$ cat config.mk
export PLATFORM = sky130hd
export DESIGN_NAME = avr_angle_prep
export DESIGN_NICKNAME = d
export VERILOG_FILES = /design/src/hdl/avr_pkg.sv /design/src/hdl/avr_angle_prep.sv
export SDC_FILE = /design/constraint.sdc
export NUM_CORES = 1
export LEC_CHECK = 0
export BUFFER_PORTS_ARGS = -buffer_cell sky130_fd_sc_hd__buf_2
export CORE_ASPECT_RATIO = 0.6
export CORE_MARGIN = 4
export CORE_UTILIZATION = 50
export CTS_BUF_LIST = sky130_fd_sc_hd__clkbuf_4
export DETAILED_ROUTE_END_ITERATION = 10
export PLACE_DENSITY = 0.76
export SKIP_LAST_GASP = 1
export SYNTH_ARGS = -nofsm -noshare
export SYNTH_HDL_FRONTEND = slang
export SYNTH_SLANG_ARGS = --single-unit
$ cat constraint.sdc
create_clock -name i_clk -period 5.3 [get_ports i_clk]
set_input_delay 1.06 -clock i_clk [delete_from_list [all_inputs] [get_ports i_clk]]
set_output_delay 1.06 -clock i_clk [all_outputs]
set_load 0.005 [all_outputs]
$ cat src/hdl/avr_pkg.sv
// Shared types, constants and tables for the axis vector rotator.
// No dependencies; every other file in hdl/ imports this package.
package avr_pkg;

    localparam int CORDIC_STEPS_DEF = 16;
    localparam int ATAN_ENTRIES     = 24;

    // CORDIC datapath width: Q2.30 plus headroom for growth and sign
    localparam int CW = 34;
    // product of a CORDIC value and a Q7.8 component, and the sum of two of them
    localparam int PW = CW + 16;
    localparam int SW = PW + 1;
    localparam int FRAC_SHIFT = 30;

    localparam logic signed [CW-1:0] GAIN_Q30 = 34'sd652032874;
    localparam logic signed [SW-1:0] ROUND_HALF = SW'(64'sd536870912);

    // angle handling: 1/64 degree steps, 2^32 binary units per turn
    localparam int FULL_TURN   = 23040;
    localparam int ANG_W       = 15;
    localparam int DEG_GROUP   = 45;
    localparam int Q_W         = 9;
    localparam int GROUP_SHIFT = 23;
    localparam int RECIP_SHIFT = 29;
    localparam int PROD_W      = ANG_W + 24;
    localparam logic [23:0] RECIP_45 = 24'd11930465;
    localparam int IDX_W       = 6;

    localparam int PREP_LAT = 3;
    localparam int OUT_LAT  = 3;

    localparam logic [1:0] AXIS_X    = 2'd0;
    localparam logic [1:0] AXIS_Y    = 2'd1;
    localparam logic [1:0] AXIS_Z    = 2'd2;
    localparam logic [1:0] AXIS_NONE = 2'd3;

    localparam logic [7:0] CH_X_LO = "x";
    localparam logic [7:0] CH_X_UP = "X";
    localparam logic [7:0] CH_Y_LO = "y";
    localparam logic [7:0] CH_Y_UP = "Y";
    localparam logic [7:0] CH_Z_LO = "z";
    localparam logic [7:0] CH_Z_UP = "Z";

    typedef logic signed [CW-1:0] t_atan_tbl [ATAN_ENTRIES];

    localparam t_atan_tbl ATAN_TBL = '{
        34'sd536870912, 34'sd316933406, 34'sd167458907, 34'sd85004756,
        34'sd42667331,  34'sd21354465,  34'sd10679838,  34'sd5340245,
        34'sd2670163,   34'sd1335087,   34'sd667544,    34'sd333772,
        34'sd166886,    34'sd83443,     34'sd41722,     34'sd20861,
        34'sd10430,     34'sd5215,      34'sd2608,      34'sd1304,
        34'sd652,       34'sd326,       34'sd163,       34'sd81
    };

    // binary angle of r * 64/45 degree-steps groups, rounded: (r*2^23 + 22) / 45
    typedef logic [GROUP_SHIFT-1:0] t_frac_tbl [2**IDX_W];

    function automatic t_frac_tbl f_frac_tbl();
        t_frac_tbl tbl;
        longint    v;
        for (int i = 0; i < 2**IDX_W; i++) begin
            if (i < DEG_GROUP) begin
                v = (longint'(i) * (longint'(1) << GROUP_SHIFT) + 64'sd22) / 45;
                tbl[i] = GROUP_SHIFT'(v);
            end else begin
                tbl[i] = '0;
            end
        end
        return tbl;
    endfunction

    localparam t_frac_tbl FRAC_TBL = f_frac_tbl();

    typedef struct packed {
        logic signed [CW-1:0] x;
        logic signed [CW-1:0] y;
        logic signed [CW-1:0] z;
    } t_cvec;

    typedef struct packed {
        logic signed [15:0] vx;
        logic signed [15:0] vy;
        logic signed [15:0] vz;
        logic [1:0]         sel;
        logic               flip;
    } t_side;

endpackage

$ cat src/hdl/avr_angle_prep.sv
// Angle front end: wrap to one turn, convert to binary angle, fold to +-90 degrees.
// Also decodes the axis letter. Depends on avr_pkg.
module avr_angle_prep (
    input  logic               i_clk,
    input  logic               i_rst_n,
    input  logic               i_vld,
    input  logic signed [15:0] i_vec_x,
    input  logic signed [15:0] i_vec_y,
    input  logic signed [15:0] i_vec_z,
    input  logic [7:0]         i_axis_char,
    input  logic signed [15:0] i_angle_deg,
    output logic               o_vld,
    output avr_pkg::t_cvec     o_vec,
    output avr_pkg::t_side     o_side
);
    import avr_pkg::*;

    localparam logic signed [16:0] TURN1 = 17'(FULL_TURN);
    localparam logic signed [16:0] TURN2 = 17'(2 * FULL_TURN);

    // stage 1: wrap and decode
    logic signed [16:0] s_ang;
    logic signed [16:0] s_wrap;
    t_side              n1_side;
    logic               r1_vld;
    logic [ANG_W-1:0]   r1_ang;
    t_side              r1_side;

    always_comb begin
        s_ang = 17'(i_angle_deg);
        if (s_ang < -TURN1) begin
            s_wrap = s_ang + TURN2;
        end else if (s_ang < 17'sd0) begin
            s_wrap = s_ang + TURN1;
        end else if (s_ang >= TURN1) begin
            s_wrap = s_ang - TURN1;
        end else begin
            s_wrap = s_ang;
        end
        n1_side.vx   = i_vec_x;
        n1_side.vy   = i_vec_y;
        n1_side.vz   = i_vec_z;
        n1_side.flip = 1'b0;
        if (i_axis_char inside {CH_X_LO, CH_X_UP}) begin
            n1_side.sel = AXIS_X;
        end else if (i_axis_char inside {CH_Y_LO, CH_Y_UP}) begin
            n1_side.sel = AXIS_Y;
        end else if (i_axis_char inside {CH_Z_LO, CH_Z_UP}) begin
            n1_side.sel = AXIS_Z;
        end else begin
            n1_side.sel = AXIS_NONE;
        end
    end

    always_ff @(posedge i_clk) begin
        if (!i_rst_n) begin
            r1_vld <= 1'b0;
        end else begin
            r1_vld <= i_vld;
        end
        r1_ang  <= s_wrap[ANG_W-1:0];
        r1_side <= n1_side;
    end

    // stage 2: quotient by 45 through a reciprocal multiply
    logic               r2_vld;
    logic [PROD_W-1:0]  r2_prod;
    logic [ANG_W-1:0]   r2_ang;
    t_side              r2_side;

    always_ff @(posedge i_clk) begin
        if (!i_rst_n) begin
            r2_vld <= 1'b0;
        end else begin
            r2_vld <= r1_vld;
        end
        r2_prod <= PROD_W'(r1_ang) * PROD_W'(RECIP_45);
        r2_ang  <= r1_ang;
        r2_side <= r1_side;
    end

    // stage 3: whole groups plus table for the remainder, then fold
    logic [Q_W-1:0]   s_q;
    logic [ANG_W-1:0] s_rem;
    logic [31:0]      s_units;
    logic             s_flip;
    logic [31:0]      s_folded;
    t_cvec            n3_vec;
    t_side            n3_side;

    always_comb begin
        s_q      = r2_prod[RECIP_SHIFT +: Q_W];
        s_rem    = r2_ang - ANG_W'(ANG_W'(s_q) * ANG_W'(DEG_GROUP));
        s_units  = {s_q, {GROUP_SHIFT{1'b0}}} + 32'(FRAC_TBL[s_rem[IDX_W-1:0]]);
        // adding a quarter turn sets the top bit exactly when these differ
        s_flip   = s_units[31] ^ s_units[30];
        s_folded = {s_units[31] ^ s_flip, s_units[30:0]};
        n3_vec.x = GAIN_Q30;
        n3_vec.y = '0;
        n3_vec.z = {{(CW-32){s_folded[31]}}, s_folded};
        n3_side  = r2_side;
        n3_side.flip = s_flip;
    end

    always_ff @(posedge i_clk) begin
        if (!i_rst_n) begin
            o_vld <= 1'b0;
        end else begin
            o_vld <= r2_vld;
        end
        o_vec  <= n3_vec;
        o_side <= n3_side;
    end

endmodule

==> impl_metrics.py <==
metrics = {
    "status": {
        "outcome": "finished, final reports clean",
    },
    "worst_setup_path": {
        "r2r-start": "r1_ang[13]$_DFF_P_",
        "crit_arrival_ns": 5.62,
        "crit_type": "reg -> reg",
        "cp_slowest_cell": "fa_2",
        "cp_cell_sequence": "buf_4 -> ha_1 -> inv_1 -> fa_1 -> fa_2 -> inv_2 -> fa_1 -> fa_1 -> inv_1 -> fa_1 -> inv_1 -> ha_1 -> nand2_1 -> nor2_1 -> nand3_2 -> a31oi_4 -> a2111oi_4 -> buf_4 -> mux2i_1 -> nand3_1",
        "r2r-end": "r2_prod[34]$_DFF_P_",
        "worstPathRequired_ns": 5.79,
        "worstSetupStartpointType": "flip-flop",
        "crit_start": "r1_ang[13]$_DFF_P_",
        "r2r_slack_ns": 0.17,
        "cpPeakStageDelay_ns": 0.60,
        "critPathCaptureType": "flip-flop",
        "worstPathMaxFanout": 6,
        "ff2ff_path_depth": 20,
        "cp_common_cell": "fa_1",
    },
    "clocking": {
        "clockBufferDepth": 3,
        "cts_root_buf": "clkbuf_4",
        "numClockSinks": 210,
        "clock_latency_ns": 0.61,
        "htree_levels": 2,
        "cts_buffers": 44,
        "tritoncts": "yes",
        "clk_pin_slew_ns": 0.07,
    },
    "hold_path": {
        "min_from": "n3_side[30]$_DFF_P_",
        "whs_endpoint": "o_side[30]$_DFF_P_",
        "hold_depth": 0,
        "hp-class": "reg -> reg",
    },
    "floorplanning": {
        "rows": 41,
        "die_w_um": 199,
        "boundaryPins": 229,
        "die_area_sq_mm": 0.0243,
        "start_util_pct": 51.4,
        "core_area_sq_mm": 0.0212,
        "dieHeight_um": 122,
    },
    "global_routing": {
        "antenna_found_initial": 1,
        "grt_pass1_wl_mm": 37.7,
        "grt_pass1_vias": 7309,
        "overflow": 0,
        "grt_max_degree": 27,
        "track_usage_pct": 19.7,
    },
    "timing": {
        "tightest_slew_ns": 1.07,
        "post-route-period-util_pct": 96.8,
        "fmax_mhz": 195,
        "finClkSkew_ns": 0.0571,
        "slew_viol_final": 0,
        "hold_viol_final": 0,
        "worst_slew_margin_rel_pct": 28.4,
        "setup_tns_ns": 0,
        "period_needed_ns": 5.13,
        "setup_viol": 0,
    },
    "routing": {
        "vias": 7329,
        "drt_pass1_iterations": 5,
        "postRouteAntennaNets": 0,
        "drt_iter0_drc": 496,
        "vias_per_cell": 4.85,
        "drcViolationCount": 0,
        "drt-total-wl_mm": 24.1,
        "routedWlPerCell_um": 16.0,
    },
    "synthesis": {
        "yosysTopAreaCellShare_pct": 38.6,
        "synth_edf_count": 0,
        "synth.distinct_cells": 66,
        "yosys_warnings": 0,
        "yosysMostFrequentCell": "dfxtp_1",
        "ys_async_sr_fraction_pct": 0,
        "synth.largest_area_cell": "dfxtp_1",
        "synth.avg_cell_area_sq_um": 10.8,
        "ys_ff_latch": 210,
        "synth_cells": 1006,
        "ys.flop_type": "dfxtp_1",
        "synth_area_sq_mm": 0.0109,
        "ys_top_cells_by_count": "210 x dfxtp_1, 150 x inv_1, 145 x ha_1",
        "synth_area_leaders": "dfxtp_1 39%, ha_1 17%, fa_1 14%",
        "ys_seq_area_share_pct": 38.6,
    },
    "cells_and_area": {
        "nets": 1502,
        "fill_cells": 1764,
        "area_growth_pct": 15.5,
        "drive_above_1_share_pct": 24.0,
    },
    "flow_run": {
        "cap_violations": 0,
    },
    "place": {
        "numPortBuffers": 159,
        "place_congestion": 0.918,
        "dpl.hpwl_mm": 19.7,
    },
}
==> per-layer routing <==
metal	global-route usage, %	up-vias	share of wire (%)
met5	0	-	0
met4	2.69	0	0.58
met3	6.17	18	11
met2	28.0	345	41
met1	30.1	3369	47
li1	-	3597	-
==> cell families (layout without fill, tap and decap cells) <==
group / after synthesis / after routing / share of synthesized area (%)
buf+inv: 247 / 406 / 11.3
fa+ha+maj: 222 / 222 / 30.8
flops: 210 / 210 / 38.6
compound gates: 152 / 152 / 9.51
simple gates: 132 / 132 / 5.92
xor+xnor: 35 / 35 / 3.16
mux: 6 / 6 / 0.666
other cells: 2 / 69 / 0.0690
==> worst max-delay path: cells and delay by family, from the launching register on <==
family / cells / cell delay (ns)
compound gates: 2 / 0.55
fa+ha+maj: 7 / 3.08
buf+inv: 6 / 0.59
flops: 1 / 0.37
mux: 1 / 0.17
simple gates: 4 / 0.30
==> worst max-delay path by stage <==
stage	endpoint	slack, ns	cells after the start
after floorplan	r2_prod[34]$_DFF_P_	0.40	16
after global placement	r2_prod[34]$_DFF_P_	0.03	16
after detailed placement	r2_prod[37]$_DFF_P_	-0.02	18
after CTS	r2_prod[35]$_DFF_P_	0.003	16
after global routing	r2_prod[34]$_DFF_P_	-0.04	19
final	r2_prod[34]$_DFF_P_	0.17	20
==> flip-flops by register name (all words and copies together), names as in the netlist <==
register and count:
n3_side 50, o_side 51, r2_vld 1, r1_ang 15, r2_prod 9, o_vec 26, o_vld 1, r2_ang 6
r1_vld 1, r1_side 50
==> what timing repair did <==
action,CTS,global route
pin swaps,1,13
hold buffers,0,0
cloned,0,0
buffers inserted,0,4
gates resized for setup,1,44
endpoints found under the setup margin,4,8
==> metrics by stage <==
| step | cell area [sq um] | hold slack (ns) | worst slack [ns] | util [%] | cells |
|---|---|---|---|---|---|
| 6_report | 12600 | 0.291 | 0.168 | 59.4 | 1511 |
| 5_1_grt | 12600 | 0.289 | -0.0365 | 59.4 | 1511 |
| 4_1_cts | 12300 | 0.284 | 0.00331 | 58.1 | 1506 |
| 3_5_place_dp | 11800 | 0.312 | -0.0240 | 55.6 | 1434 |
| 3_3_place_gp | 11800 | 0.310 | 0.0340 | 55.6 | 1434 |
| 2_1_floorplan | 11100 | 0.310 | 0.398 | - | 1072 |
==> layout make-up <==
type | instances | area, sq um | share of cell area, %
inverter | 151 | 567 | 4.50
sequential | 210 | 4220 | 33.5
timing repair buffer | 183 | 976 | 7.76
clock buffer | 58 | 435 | 3.46
multi-input combinational | 615 | 5940 | 47.2
antenna | 1 | 2.50 | 0.0199
clock inverter | 14 | 92.6 | 0.736
tap | 279 | 349 | 2.77
==> cells in the final DEF, fill, tap and decap left out, types with 23 or more instances in the layout <==
cell	instances
inv_1	149
buf_4	24
nor2_1	36
fa_1	74
clkbuf_4	58
nand2_1	36
ha_1	132
conb_1	68
buf_2	159
dfxtp_1	201
o21ai_0	27
a21oi_1	31
xnor2_1	23
Power is left out: the tool's default activity adds up to more than one toggle a clock period on the data nets, which glitch-free logic cannot reach.
