===== src/hdl/avr_pkg.sv =====
// Shared types, constants and tables for the axis vector rotator.
// No dependencies; every other file in hdl/ imports this package.
package avr_pkg;

    localparam int CORDIC_STEPS_DEF = 16;
    localparam int ATAN_ENTRIES     = 24;

    // CORDIC datapath width: Q2.30 plus headroom for growth and sign
    localparam int CW = 34;
    // product of a CORDIC value and a Q7.8 component, and the sum of two of them
    localparam int PW = CW + 16;
    localparam int SW = PW + 1;
    localparam int FRAC_SHIFT = 30;

    localparam logic signed [CW-1:0] GAIN_Q30 = 34'sd652032874;
    localparam logic signed [SW-1:0] ROUND_HALF = SW'(64'sd536870912);

    // angle handling: 1/64 degree steps, 2^32 binary units per turn
    localparam int FULL_TURN   = 23040;
    localparam int ANG_W       = 15;
    localparam int DEG_GROUP   = 45;
    localparam int Q_W         = 9;
    localparam int GROUP_SHIFT = 23;
    localparam int RECIP_SHIFT = 29;
    localparam int PROD_W      = ANG_W + 24;
    localparam logic [23:0] RECIP_45 = 24'd11930465;
    localparam int IDX_W       = 6;

    localparam int PREP_LAT = 3;
    localparam int OUT_LAT  = 3;

    localparam logic [1:0] AXIS_X    = 2'd0;
    localparam logic [1:0] AXIS_Y    = 2'd1;
    localparam logic [1:0] AXIS_Z    = 2'd2;
    localparam logic [1:0] AXIS_NONE = 2'd3;

    localparam logic [7:0] CH_X_LO = "x";
    localparam logic [7:0] CH_X_UP = "X";
    localparam logic [7:0] CH_Y_LO = "y";
    localparam logic [7:0] CH_Y_UP = "Y";
    localparam logic [7:0] CH_Z_LO = "z";
    localparam logic [7:0] CH_Z_UP = "Z";

    typedef logic signed [CW-1:0] t_atan_tbl [ATAN_ENTRIES];

    localparam t_atan_tbl ATAN_TBL = '{
        34'sd536870912, 34'sd316933406, 34'sd167458907, 34'sd85004756,
        34'sd42667331,  34'sd21354465,  34'sd10679838,  34'sd5340245,
        34'sd2670163,   34'sd1335087,   34'sd667544,    34'sd333772,
        34'sd166886,    34'sd83443,     34'sd41722,     34'sd20861,
        34'sd10430,     34'sd5215,      34'sd2608,      34'sd1304,
        34'sd652,       34'sd326,       34'sd163,       34'sd81
    };

    // binary angle of r * 64/45 degree-steps groups, rounded: (r*2^23 + 22) / 45
    typedef logic [GROUP_SHIFT-1:0] t_frac_tbl [2**IDX_W];

    function automatic t_frac_tbl f_frac_tbl();
        t_frac_tbl tbl;
        longint    v;
        for (int i = 0; i < 2**IDX_W; i++) begin
            if (i < DEG_GROUP) begin
                v = (longint'(i) * (longint'(1) << GROUP_SHIFT) + 64'sd22) / 45;
                tbl[i] = GROUP_SHIFT'(v);
            end else begin
                tbl[i] = '0;
            end
        end
        return tbl;
    endfunction

    localparam t_frac_tbl FRAC_TBL = f_frac_tbl();

    typedef struct packed {
        logic signed [CW-1:0] x;
        logic signed [CW-1:0] y;
        logic signed [CW-1:0] z;
    } t_cvec;

    typedef struct packed {
        logic signed [15:0] vx;
        logic signed [15:0] vy;
        logic signed [15:0] vz;
        logic [1:0]         sel;
        logic               flip;
    } t_side;

endpackage


===== src/hdl/avr_cordic_stage.sv =====
// One rotation-mode CORDIC micro-rotation, registered.
// Depends on avr_pkg for the datapath width and arctangent table.
module avr_cordic_stage #(
    parameter int STEP = 0
) (
    input  logic           i_clk,
    input  logic           i_rst_n,
    input  logic           i_vld,
    input  avr_pkg::t_cvec i_vec,
    input  avr_pkg::t_side i_side,
    output logic           o_vld,
    output avr_pkg::t_cvec o_vec,
    output avr_pkg::t_side o_side
);
    import avr_pkg::*;

    logic signed [CW-1:0] s_dx;
    logic signed [CW-1:0] s_dy;
    t_cvec                n_vec;

    always_comb begin
        s_dx = i_vec.y >>> STEP;
        s_dy = i_vec.x >>> STEP;
        // residual angle sign picks the direction
        if (!i_vec.z[CW-1]) begin
            n_vec.x = i_vec.x - s_dx;
            n_vec.y = i_vec.y + s_dy;
            n_vec.z = i_vec.z - ATAN_TBL[STEP];
        end else begin
            n_vec.x = i_vec.x + s_dx;
            n_vec.y = i_vec.y - s_dy;
            n_vec.z = i_vec.z + ATAN_TBL[STEP];
        end
    end

    always_ff @(posedge i_clk) begin
        if (!i_rst_n) begin
            o_vld <= 1'b0;
        end else begin
            o_vld <= i_vld;
        end
        o_vec  <= n_vec;
        o_side <= i_side;
    end

endmodule


===== config.mk =====
export PLATFORM = sky130hd
export DESIGN_NAME = avr_cordic_stage
export DESIGN_NICKNAME = d
export VERILOG_FILES = /design/src/hdl/avr_pkg.sv /design/src/hdl/avr_cordic_stage.sv
export SDC_FILE = /design/constraint.sdc
export NUM_CORES = 1
export LEC_CHECK = 0
export BUFFER_PORTS_ARGS = -buffer_cell sky130_fd_sc_hd__buf_2
export CAP_MARGIN = 20
export CORE_MARGIN = 2
export CORE_UTILIZATION = 50
export DETAILED_ROUTE_END_ITERATION = 8
export GPL_TIMING_DRIVEN = 0
export PLACE_DENSITY = 0.86
export SYNTH_ARGS = -nofsm -noshare
export SYNTH_HDL_FRONTEND = slang
export SYNTH_SLANG_ARGS = --single-unit

===== constraint.sdc =====
create_clock -name i_clk -period 4.3 [get_ports i_clk]
set_input_delay 0.43 -clock i_clk [delete_from_list [all_inputs] [get_ports i_clk]]
set_output_delay 0.43 -clock i_clk [all_outputs]
set_load 0.02 [all_outputs]

==> results of run 1 <==
-- final timing paths --
check | startpoint | end | slack (ns) | cells past startpoint
max | i_vec[35] | o_vec[65] | 1.16 | 11
min | i_vec[14] | o_vec[14] | 0.09 | 1
-- synthesized netlist by cell type, drive strengths merged (6+ instances only) --
master / n
a211oi: 10
a21o: 32
a21oi: 125
a221oi: 7
a31oi: 8
and3: 8
buf: 31
clkbuf: 18
dfxtp: 153
ha: 102
inv: 103
mux2i: 7
nand2: 52
nand2b: 12
nand3: 11
nand4: 10
nor2: 76
nor2b: 15
nor3: 21
nor4: 11
o211ai: 12
o21a: 9
o21ai: 81
o21bai: 25
o31ai: 15
xnor2: 59
xor2: 6
-- through the flow --
step,instances,hold WS (ns),util [%]
floorplan,1106,0.458,-
global placement,1649,0.533,60.6
detailed placement,1649,0.534,60.6
CTS,1681,0.0810,63.9
global route,1685,0.0771,64.0
finish,1685,0.0922,64.0
-- registers in the layout, indices dropped and copies added (netlist names) --
signal	cells
o_vld	1
o_side	51
o_vec	101
-- worst max-delay path, delay by kind of cell --
family,cells,cell delay [ns]
AOI/OAI and AO/OA,6,2.07
adders and majority gates,1,0.33
and+or+nand+nor,1,0.17
buffers and inverters,2,0.27
xor gates and xnor gates,1,0.17
-- routing by layer --
layer  global-route usage (%)  up-vias  part of all wire, %
li1                         -     4535                    -
met1                     41.2     4639                   38
met2                     60.1      545                   49
met3                     7.76      108                  8.3
met4                     18.3        0                  4.7
met5                        0        -                    0
-- layout by cell type, fill, tap and decap left out, types with 6 or more instances in the layout --
cell / instances
nor3_1: 19
clkbuf_16: 17
o21ai_0: 66
clkbuf_1: 18
mux2i_1: 7
nand2_1: 52
nor4_1: 11
xnor2_1: 59
and3_1: 8
ha_1: 102
o21bai_1: 25
nand2b_1: 12
nand3_1: 10
nor2_1: 75
buf_4: 9
a211oi_1: 10
o211ai_1: 12
inv_1: 100
buf_6: 6
a21o_1: 32
nand4_1: 10
o21a_1: 9
xor2_1: 6
dfxtp_1: 153
o31ai_1: 12
a21oi_1: 121
a221oi_1: 6
o21ai_1: 13
buf_2: 324
nor2b_1: 15
a31oi_1: 7
-- where the power goes --
group	switching [mW]	internal, mW
clock	0.739	0.842
sequential	0.0499	1.61
combinational	1.05	0.563
-- final cells by class --
type	instances	area (sq um)	share of cell area (%)
Antenna cell	4	10.0	0.0839
Buffer	49	282	2.36
Clock buffer	17	425	3.57
Clock inverter	15	199	1.67
Inverter	105	397	3.33
Multi-Input combinational cell	799	5710	47.9
Sequential cell	153	3060	25.7
Tap cell	234	293	2.46
Timing Repair Buffer	309	1550	13.0
-- cell families after synthesis --
logic type / Yosys count / synth area share, %
multiplexers: 10 / 1.10
adder cells (fa/ha/maj): 106 / 14.4
flip-flops: 153 / 32.4
XOR/XNOR: 65 / 6.02
AO/OA/AOI/OAI: 375 / 26.3
AND/OR/NAND/NOR: 243 / 12.7
buffers and inverters: 154 / 7.17
==> results.py, run 1 <==
metrics = {
    "drt": {
        "first_iter_violations": 873,
        "num_vias": 9827,
        "drt_first_pass_iters": 6,
        "drc_errors": 0,
        "drtAntennaViolNets": 0,
        "routedWlPerCell_microns": 21.8,
        "totalWireLength_microns": 36700,
        "vias_per_cell": 5.83,
    },
    "setup_path": {
        "cp.required_ns": 4.62,
        "path_class": "in -> reg",
        "worstPathCellList": "buf_2 -> inv_1 -> ha_1 -> nor2b_1 -> o31ai_2 -> a211oi_1 -> o21ai_0 -> a21boi_0 -> o31ai_1 -> a32oi_1 -> xnor2_1",
        "crit_fanout": 5,
        "slowest_delay_ns": 0.57,
        "arrival_ns": 3.46,
        "end_kind": "flop",
        "crit_slowest_cell": "o31ai_1",
        "critPathLaunchType": "primary input",
    },
    "clock_network": {
        "h-tree-depth": 4,
        "cts_root_buffer": "clkbuf_16",
        "cts_resized": 0,
        "numCtsBuffers": 17,
        "clockBufferDepth": 2,
        "tritoncts": "built",
        "post_cts_buffers": 0,
        "clkSlewWorstSetupHoldPaths_ns": 0.08,
        "cts_hold_buf": 0,
        "numClockSinks": 153,
    },
    "synth": {
        "synth_top_cell_by_area": "dfxtp_1",
        "synth_edf_count": 0,
        "synthFlopType": "dfxtp_1",
        "syn_nets": 1368,
        "synthTopCellsByArea": "dfxtp_1 32%, ha_1 14%, a21oi_1 6.4%, xnor2_1 5.5%, inv_1 4.0%",
        "synth_top_area_share_pct": 32.4,
        "ys_warn_count": 0,
        "synth_seq_cells": 153,
        "synth_area_per_cell_sq_um": 8.55,
        "ys_seq_area_share_pct": 32.4,
        "async_reset_ff_share_pct": 0,
        "synth_cells": 1106,
        "netlist_area_sq_mm": 0.00945,
        "synth_cell_types": 81,
    },
    "timing": {
        "rsz0062_at_grt": "no",
        "hold_violations": 0,
        "min_period_ns": 3.14,
        "worstMarginPinSlew_ns": 1.02,
        "finalSetupTns_ns": 0,
        "slew_violations": 0,
        "final.setup.worst_slack_ns": 1.16,
        "finalSetupViolCount": 0,
        "fin_crit_sh_pct": 73.1,
        "timing.fmax_mhz": 318,
        "slew-limit-headroom_pct": 31.1,
    },
    "placed_design": {
        "io_buffers": 309,
        "gp_congestion": 0.984,
        "place_ws_ns": 0.947,
        "place_area_sq_mm": 0.0113,
        "dpl.hpwl_microns": 29200,
    },
    "cells_and_area": {
        "fillerInstances": 1641,
        "design_area_sq_mm": 0.0119,
        "nets": 1696,
        "flow.area_growth_from_synthesis_pct": 26.2,
        "drive_gt1_share_pct": 28.1,
    },
    "global_routing": {
        "grt_pass1_wl_microns": 53600,
        "antenna_found_initial": 4,
        "grt_pass1_vias": 9542,
        "grt_max_degree": 19,
        "grt_usage_pct": 35.1,
        "overflow": 0,
    },
    "pwr": {
        "vdd_drop_max_mv": 0.241,
        "p_leak_nw": 5.80,
        "p_per_area_mw_per_mm2": 408,
        "finalPower_mw": 4.86,
    },
    "floorplanning": {
        "die_area_sq_mm": 0.0200,
        "core_area_sq_mm": 0.0186,
        "die_w_microns": 141,
        "io_pins": 310,
        "rows": 50,
        "start_util_pct": 50.7,
        "die_y_microns": 141,
    },
    "run": {
        "maxCapViolations": 0,
    },
    "min_path": {
        "hold_class": "in -> reg",
    },
    "outcome": {
        "status": "finished clean",
    },
}
(Power assumes the default switching activity.)
==> run 2, diff against run 1 <==
--- a/config.mk
+++ b/config.mk
@@ -5,13 +5,14 @@
 export SDC_FILE = /design/constraint.sdc
 export NUM_CORES = 1
 export LEC_CHECK = 0
+export ABC_AREA = 1
 export BUFFER_PORTS_ARGS = -buffer_cell sky130_fd_sc_hd__buf_2
 export CAP_MARGIN = 20
 export CORE_MARGIN = 2
 export CORE_UTILIZATION = 50
 export DETAILED_ROUTE_END_ITERATION = 8
 export GPL_TIMING_DRIVEN = 0
-export PLACE_DENSITY = 0.86
+export PLACE_DENSITY = 0.85
 export SYNTH_ARGS = -nofsm -noshare
 export SYNTH_HDL_FRONTEND = slang
 export SYNTH_SLANG_ARGS = --single-unit
==> constraint.sdc (replaced) <==
create_clock -name i_clk -period 3.1 [get_ports i_clk]
set_input_delay 0.31 -clock i_clk [delete_from_list [all_inputs] [get_ports i_clk]]
set_output_delay 0.31 -clock i_clk [all_outputs]
set_load 0.02 [all_outputs]
==> run 2 against run 1 <==
Final area increased by 14%; critical path depth increased by 3; final cell count is 33% higher; sequential share of layout area down 3.2 points; flip-flop and latch count did not move; clock power rose by 41%; synthesized cell count is 40% higher; core utilization rose by 3.3 points; combinational power rose by 43%; area after synthesis increased by 9.2%; sequential power grew 36%; clock-buffer cell count unchanged; highest routed layer unchanged.
==> results.py, run 2 <==
metrics = {
    "cells_and_area": {
        "fillerInstances": 1790,
        "largest_register": "o_vec",
        "nets": 2216,
        "top_regs": "o_vec x101, o_side x51, o_vld x1",
        "final_common_cell": "nand2_1",
        "layout_common_cells": "408 x nand2_1, 322 x buf_2, 204 x inv_1",
        "drive_gt1_share_pct": 21.1,
        "flow.area_growth_from_synthesis_pct": 32.0,
        "seq_area_sq_mm": 0.00306,
        "multiInputGateArea_sq_mm": 0.00620,
        "antenna_cells": 0,
        "largest_reg_flops": 101,
        "design_area_sq_mm": 0.0136,
    },
    "drt": {
        "first_iter_violations": 1057,
        "drtAntennaViolNets": 0,
        "num_vias": 12107,
        "totalWireLength_microns": 41600,
        "drc_errors": 0,
        "routedWlPerCell_microns": 18.6,
        "vias_per_cell": 5.41,
        "drt_first_pass_iters": 6,
    },
    "synth": {
        "synth_seq_cells": 153,
        "synth_cell_types": 42,
        "synthTopCellsByArea": "dfxtp_1 30%, nand2_1 15%, ha_1 12%, nand3_1 7.5%, inv_1 7.4%",
        "async_reset_ff_share_pct": 0,
        "synth_edf_count": 0,
        "synth_area_per_cell_sq_um": 6.67,
        "synthFlopType": "dfxtp_1",
        "synth_top_cell_by_area": "dfxtp_1",
        "ys_warn_count": 0,
        "synth_most_common_cell": "nand2_1",
        "synthTopCellsByCount": "408 x nand2_1, 204 x inv_1, 154 x nand3_1",
        "ys_seq_area_share_pct": 29.7,
        "syn_nets": 1809,
        "netlist_area_sq_mm": 0.0103,
        "synth_cells": 1547,
        "synth_top_area_share_pct": 29.7,
    },
    "pwr": {
        "p_per_area_mw_per_mm2": 499,
        "vdd_drop_max_mv": 0.348,
        "finalPower_mw": 6.79,
        "p_leak_nw": 7.30,
    },
    "placed_design": {
        "place_ws_ns": 0.637,
        "dpl.hpwl_microns": 32500,
        "gp_congestion": 1.02,
        "place_area_sq_mm": 0.0122,
        "io_buffers": 309,
    },
    "clock_network": {
        "numCtsBuffers": 17,
        "post_cts_buffers": 0,
        "cts_root_buffer": "clkbuf_16",
        "cts_resized": 0,
        "tritoncts": "built",
        "numClockSinks": 153,
        "clockBufferDepth": 2,
        "clkSlewWorstSetupHoldPaths_ns": 0.08,
        "h-tree-depth": 4,
    },
    "timing": {
        "min_period_ns": 2.09,
        "timing.fmax_mhz": 479,
        "hold_violations": 0,
        "slew-limit-headroom_pct": 38.3,
        "final.setup.worst_slack_ns": 1.01,
        "slew_violations": 0,
        "rsz0062_at_grt": "no",
        "finalSetupTns_ns": 0,
        "worstMarginPinSlew_ns": 0.925,
        "fin_crit_sh_pct": 67.3,
        "finalSetupViolCount": 0,
    },
    "global_routing": {
        "antenna_found_initial": 0,
        "overflow": 0,
        "grt_pass1_wl_microns": 62900,
        "grt_pass1_vias": 11696,
        "grt_max_degree": 19,
        "grt_usage_pct": 37.7,
    },
    "floorplanning": {
        "core_area_sq_mm": 0.0202,
        "die_y_microns": 148,
        "die_area_sq_mm": 0.0218,
        "io_pins": 310,
        "start_util_pct": 51.0,
        "die_w_microns": 148,
        "rows": 52,
    },
    "setup_path": {
        "arrival_ns": 2.42,
        "end_kind": "flop",
        "crit_fanout": 10,
        "cp.required_ns": 3.43,
        "path_class": "in -> reg",
        "critPathLaunchType": "primary input",
    },
    "min_path": {
        "whs_endpoint": "o_side[15]",
        "worstHoldStart": "i_side[15]",
        "holdPathStages": 1,
        "hold_class": "in -> reg",
    },
    "outcome": {
        "status": "finished clean",
    },
    "run": {
        "maxCapViolations": 0,
    },
}
run 2: cell types whose count changed after synthesis, sizes merged, moves of 12 or more:
cell,change
nor2,+60
inv,+105
xor2,+24
a21o,-22
nor2b,-15
o21ai,+12
o21bai,-16
nand2b,-12
nand3,+146
xnor2,-59
nand2,+365
run 2: repair_timing:
action,in CTS,in global routing
hold buffers,79,0
setup endpoints to repair,0,0
hold endpoints to repair,79,0
run 2: through the flow:
step	cells	hold slack, ns	util, %
final	2237	0.0298	67.3
after global routing	2237	0.00802	67.3
after CTS	2237	0.0154	67.3
after detailed placement	2126	0.414	60.3
after global placement	2126	0.412	60.3
after floorplan	1547	0.338	-
run 2: cell type report:
cell class	count	share of cell area, %
inverter	210	5.80
clock buffer	17	3.12
multi-input combinational	1142	45.6
clock inverter	15	1.46
timing repair buffer	388	17.2
sequential	153	22.5
tap	270	2.48
buffer	42	1.91
run 2: power by group:
group          internal [mW]  switching [mW]  total, mW
logic                  0.763            1.55       2.32
clock network           1.18            1.04       2.22
registers               2.19          0.0624       2.25
total                   4.13            2.66       6.79
run 2: layer usage:
layer	part of all wire, %	global-route usage, %	wire, microns	vias to the layer above
met2	46	62.8	19100	676
met1	39	46.1	16200	5507
met4	5.8	21.9	2420	0
met3	9.4	6.14	3910	138
li1	-	-	-	5786
met5	0	0	0	-
run 2: kinds of logic (layout without fill, tap and decap cells):
group	count (synthesis)	in the layout	synth area share (%)
AND/OR/NAND/NOR	747	747	30.7
AO/OA/AOI/OAI	259	259	13.7
buffers and inverters	252	672	10.2
flip-flops	153	153	29.7
adder cells (fa/ha/maj)	106	106	13.1
XOR/XNOR	30	30	2.55
run 2: worst max path at each step:
stage                          from    endpoint  slack (ns)  cells past startpoint
final                     i_vec[37]  o_vec[100]        1.01                     14
after global routing      i_vec[62]  o_vec[100]        0.89                     13
after CTS                 i_vec[33]   o_vec[32]        1.08                      8
after detailed placement  i_vec[33]   o_vec[32]        0.64                      8
after global placement    i_vec[50]   o_vec[51]        0.65                     12
after floorplan           i_vec[34]   o_vec[66]        1.18                     13
run 2: worst max-delay path, cell delays in order:
cell and delay, ns:
buf_2 0.11, inv_1 0.05, ha_1 0.35, buf_4 0.21
a21oi_1 0.34, o21ai_1 0.23, nand2_1 0.13, nand2_1 0.08
nand2_1 0.09, nand2_1 0.16, nand2_1 0.13, nand3_1 0.08
nand3_1 0.09, nand2_1 0.05
==> run 3, diff against run 2 <==
==> constraint.sdc (replaced) <==
create_clock -name i_clk -period 2 [get_ports i_clk]
set_input_delay 0.2 -clock i_clk [delete_from_list [all_inputs] [get_ports i_clk]]
set_output_delay 0.2 -clock i_clk [all_outputs]
set_load 0.02 [all_outputs]
==> run 3 against run 2 <==
Sequential power increased by 55%; power increased by 56%; clock power increased by 55%; non-clock buffer count increased by 4; flip-flop and latch count unchanged; via count about the same; die area unchanged; clock-buffer cell count unchanged; final cell count increased by 0.18%; critical path type unchanged; critical endpoint is now o_vec[32]; highest routed layer unchanged.
==> results.py, run 3 (synthesized netlist as in run 2, its figures left out) <==
metrics = {
    "outcome": {
        "status": "finished clean",
    },
    "pwr": {
        "p_switching_mw": 4.15,
        "pwr-share-comb_pct": 34.3,
        "clkPwrFrac_pct": 32.7,
        "p_seq_share_pct": 33.1,
        "finalPower_mw": 10.6,
        "p_per_area_mw_per_mm2": 771,
        "vdd_drop_max_mv": 0.542,
        "p_leak_nw": 7.31,
        "swShare_pct": 39.3,
        "p_int_mw": 6.41,
    },
    "cells_and_area": {
        "drive_gt1_share_pct": 21.7,
        "largest_reg_flops": 101,
        "design_area_sq_mm": 0.0137,
        "nets": 2220,
        "layout_common_cells": "408 x nand2_1, 322 x buf_2, 200 x inv_1",
        "flow.area_growth_from_synthesis_pct": 32.7,
        "largest_register": "o_vec",
        "final_common_cell": "nand2_1",
        "antenna_cells": 0,
        "top_regs": "o_vec x101, o_side x51, o_vld x1",
        "final_cells": 2241,
    },
    "drt": {
        "routedWlPerCell_microns": 18.7,
        "vias_per_cell": 5.41,
        "num_vias": 12117,
        "drt_first_pass_iters": 6,
        "first_iter_violations": 1050,
        "drtAntennaViolNets": 0,
        "drc_errors": 0,
        "totalWireLength_microns": 42000,
    },
    "floorplanning": {
        "rows": 52,
        "die_w_microns": 148,
        "io_pins": 310,
        "die_area_sq_mm": 0.0218,
        "start_util_pct": 51.0,
        "die_y_microns": 148,
        "core_area_sq_mm": 0.0202,
    },
    "placed_design": {
        "place_area_sq_mm": 0.0122,
        "dpl.hpwl_microns": 32500,
        "io_buffers": 309,
        "dp.cells": 2126,
        "gp_congestion": 1.02,
        "place_ws_ns": -0.353,
    },
    "setup_path": {
        "crit_fanout": 13,
        "path_class": "in -> reg",
        "cpLargestDelayFamily": "buffers and inverters",
        "cp.required_ns": 2.32,
        "critPathLaunchType": "primary input",
        "crit_slowest_cell": "clkbuf_1",
        "arrival_ns": 2.28,
        "end_kind": "flop",
        "worstPathCellList": "buf_2 -> clkinv_1 -> clkbuf_1 -> buf_2 -> ha_1 -> nand3_1 -> nand3_1 -> xor2_1",
        "slowest_delay_ns": 0.66,
        "cp_num_buf_inv": 4,
    },
    "timing": {
        "worstMarginPinSlew_ns": 0.870,
        "hold_slack_ns": 0.0751,
        "slew_violations": 0,
        "finalSetupViolCount": 0,
        "hold_violations": 0,
        "slew-limit-headroom_pct": 42.0,
        "rsz0062_at_grt": "no",
        "fin_crit_sh_pct": 98.3,
        "timing.fmax_mhz": 509,
        "final.setup.worst_slack_ns": 0.0338,
        "min_period_ns": 1.97,
    },
    "clock_network": {
        "cts_root_buffer": "clkbuf_16",
        "numCtsBuffers": 17,
        "numClockSinks": 153,
        "clkSlewWorstSetupHoldPaths_ns": 0.07,
        "post_cts_buffers": 0,
        "tritoncts": "built",
        "clockBufferDepth": 2,
        "h-tree-depth": 4,
    },
    "global_routing": {
        "antenna_found_initial": 0,
        "overflow": 0,
        "grt_pass1_vias": 11809,
        "grt_pass1_wl_microns": 63300,
        "grt_usage_pct": 37.9,
        "grt_max_degree": 19,
    },
    "min_path": {
        "hold_class": "in -> reg",
    },
    "run": {
        "maxCapViolations": 0,
    },
}
[run 3: what timing repair did]
item	CTS	global route
hold buffers	83	0
endpoints found under the setup margin	0	15
endpoints found under the hold margin	82	0
gates resized for setup	0	15
[run 3: path summary, 6_finish.rpt]
check	depth (start not counted)	end	start
setup / recovery	8	o_vec[32]	i_vec[33]
hold / removal	3	o_vec[33]	i_vec[32]
[run 3: routing by layer]
metal	wire, microns	up-vias	track usage, %
met5	0	-	0
met4	2570	0	22.8
met3	3960	145	6.11
met2	19200	720	63.2
met1	16300	5466	46.2
li1	-	5786	-
[run 3: power groups by stage]
stage	combinational [mW]	clock, mW	sequential [mW]
5_1_grt	3.90	3.60	3.52
3_3_place_gp	3.33	0	3.55
4_1_cts	3.51	3.47	3.49
6_report	3.62	3.45	3.49
2_1_floorplan	1.69	0	4.01
3_5_place_dp	3.36	0	3.55
[run 3: area by class of cell]
| type | count | area (sq um) |
|---|---|---|
| buffer | 42 | 260 |
| sequential | 153 | 3060 |
| multi-input combinational | 1142 | 6240 |
| clock buffer | 17 | 425 |
| fill | 1768 | 6540 |
| clock inverter | 15 | 199 |
| timing repair buffer | 392 | 2380 |
| inverter | 210 | 793 |
| tap | 270 | 338 |
[run 3: through the flow]
stage	TNS (ns)	utilization, %
finish	0	67.7
global route	0	67.7
CTS	0	67.5
detailed placement	-11.16	60.3
global placement	-10.16	60.3
floorplan	0	-
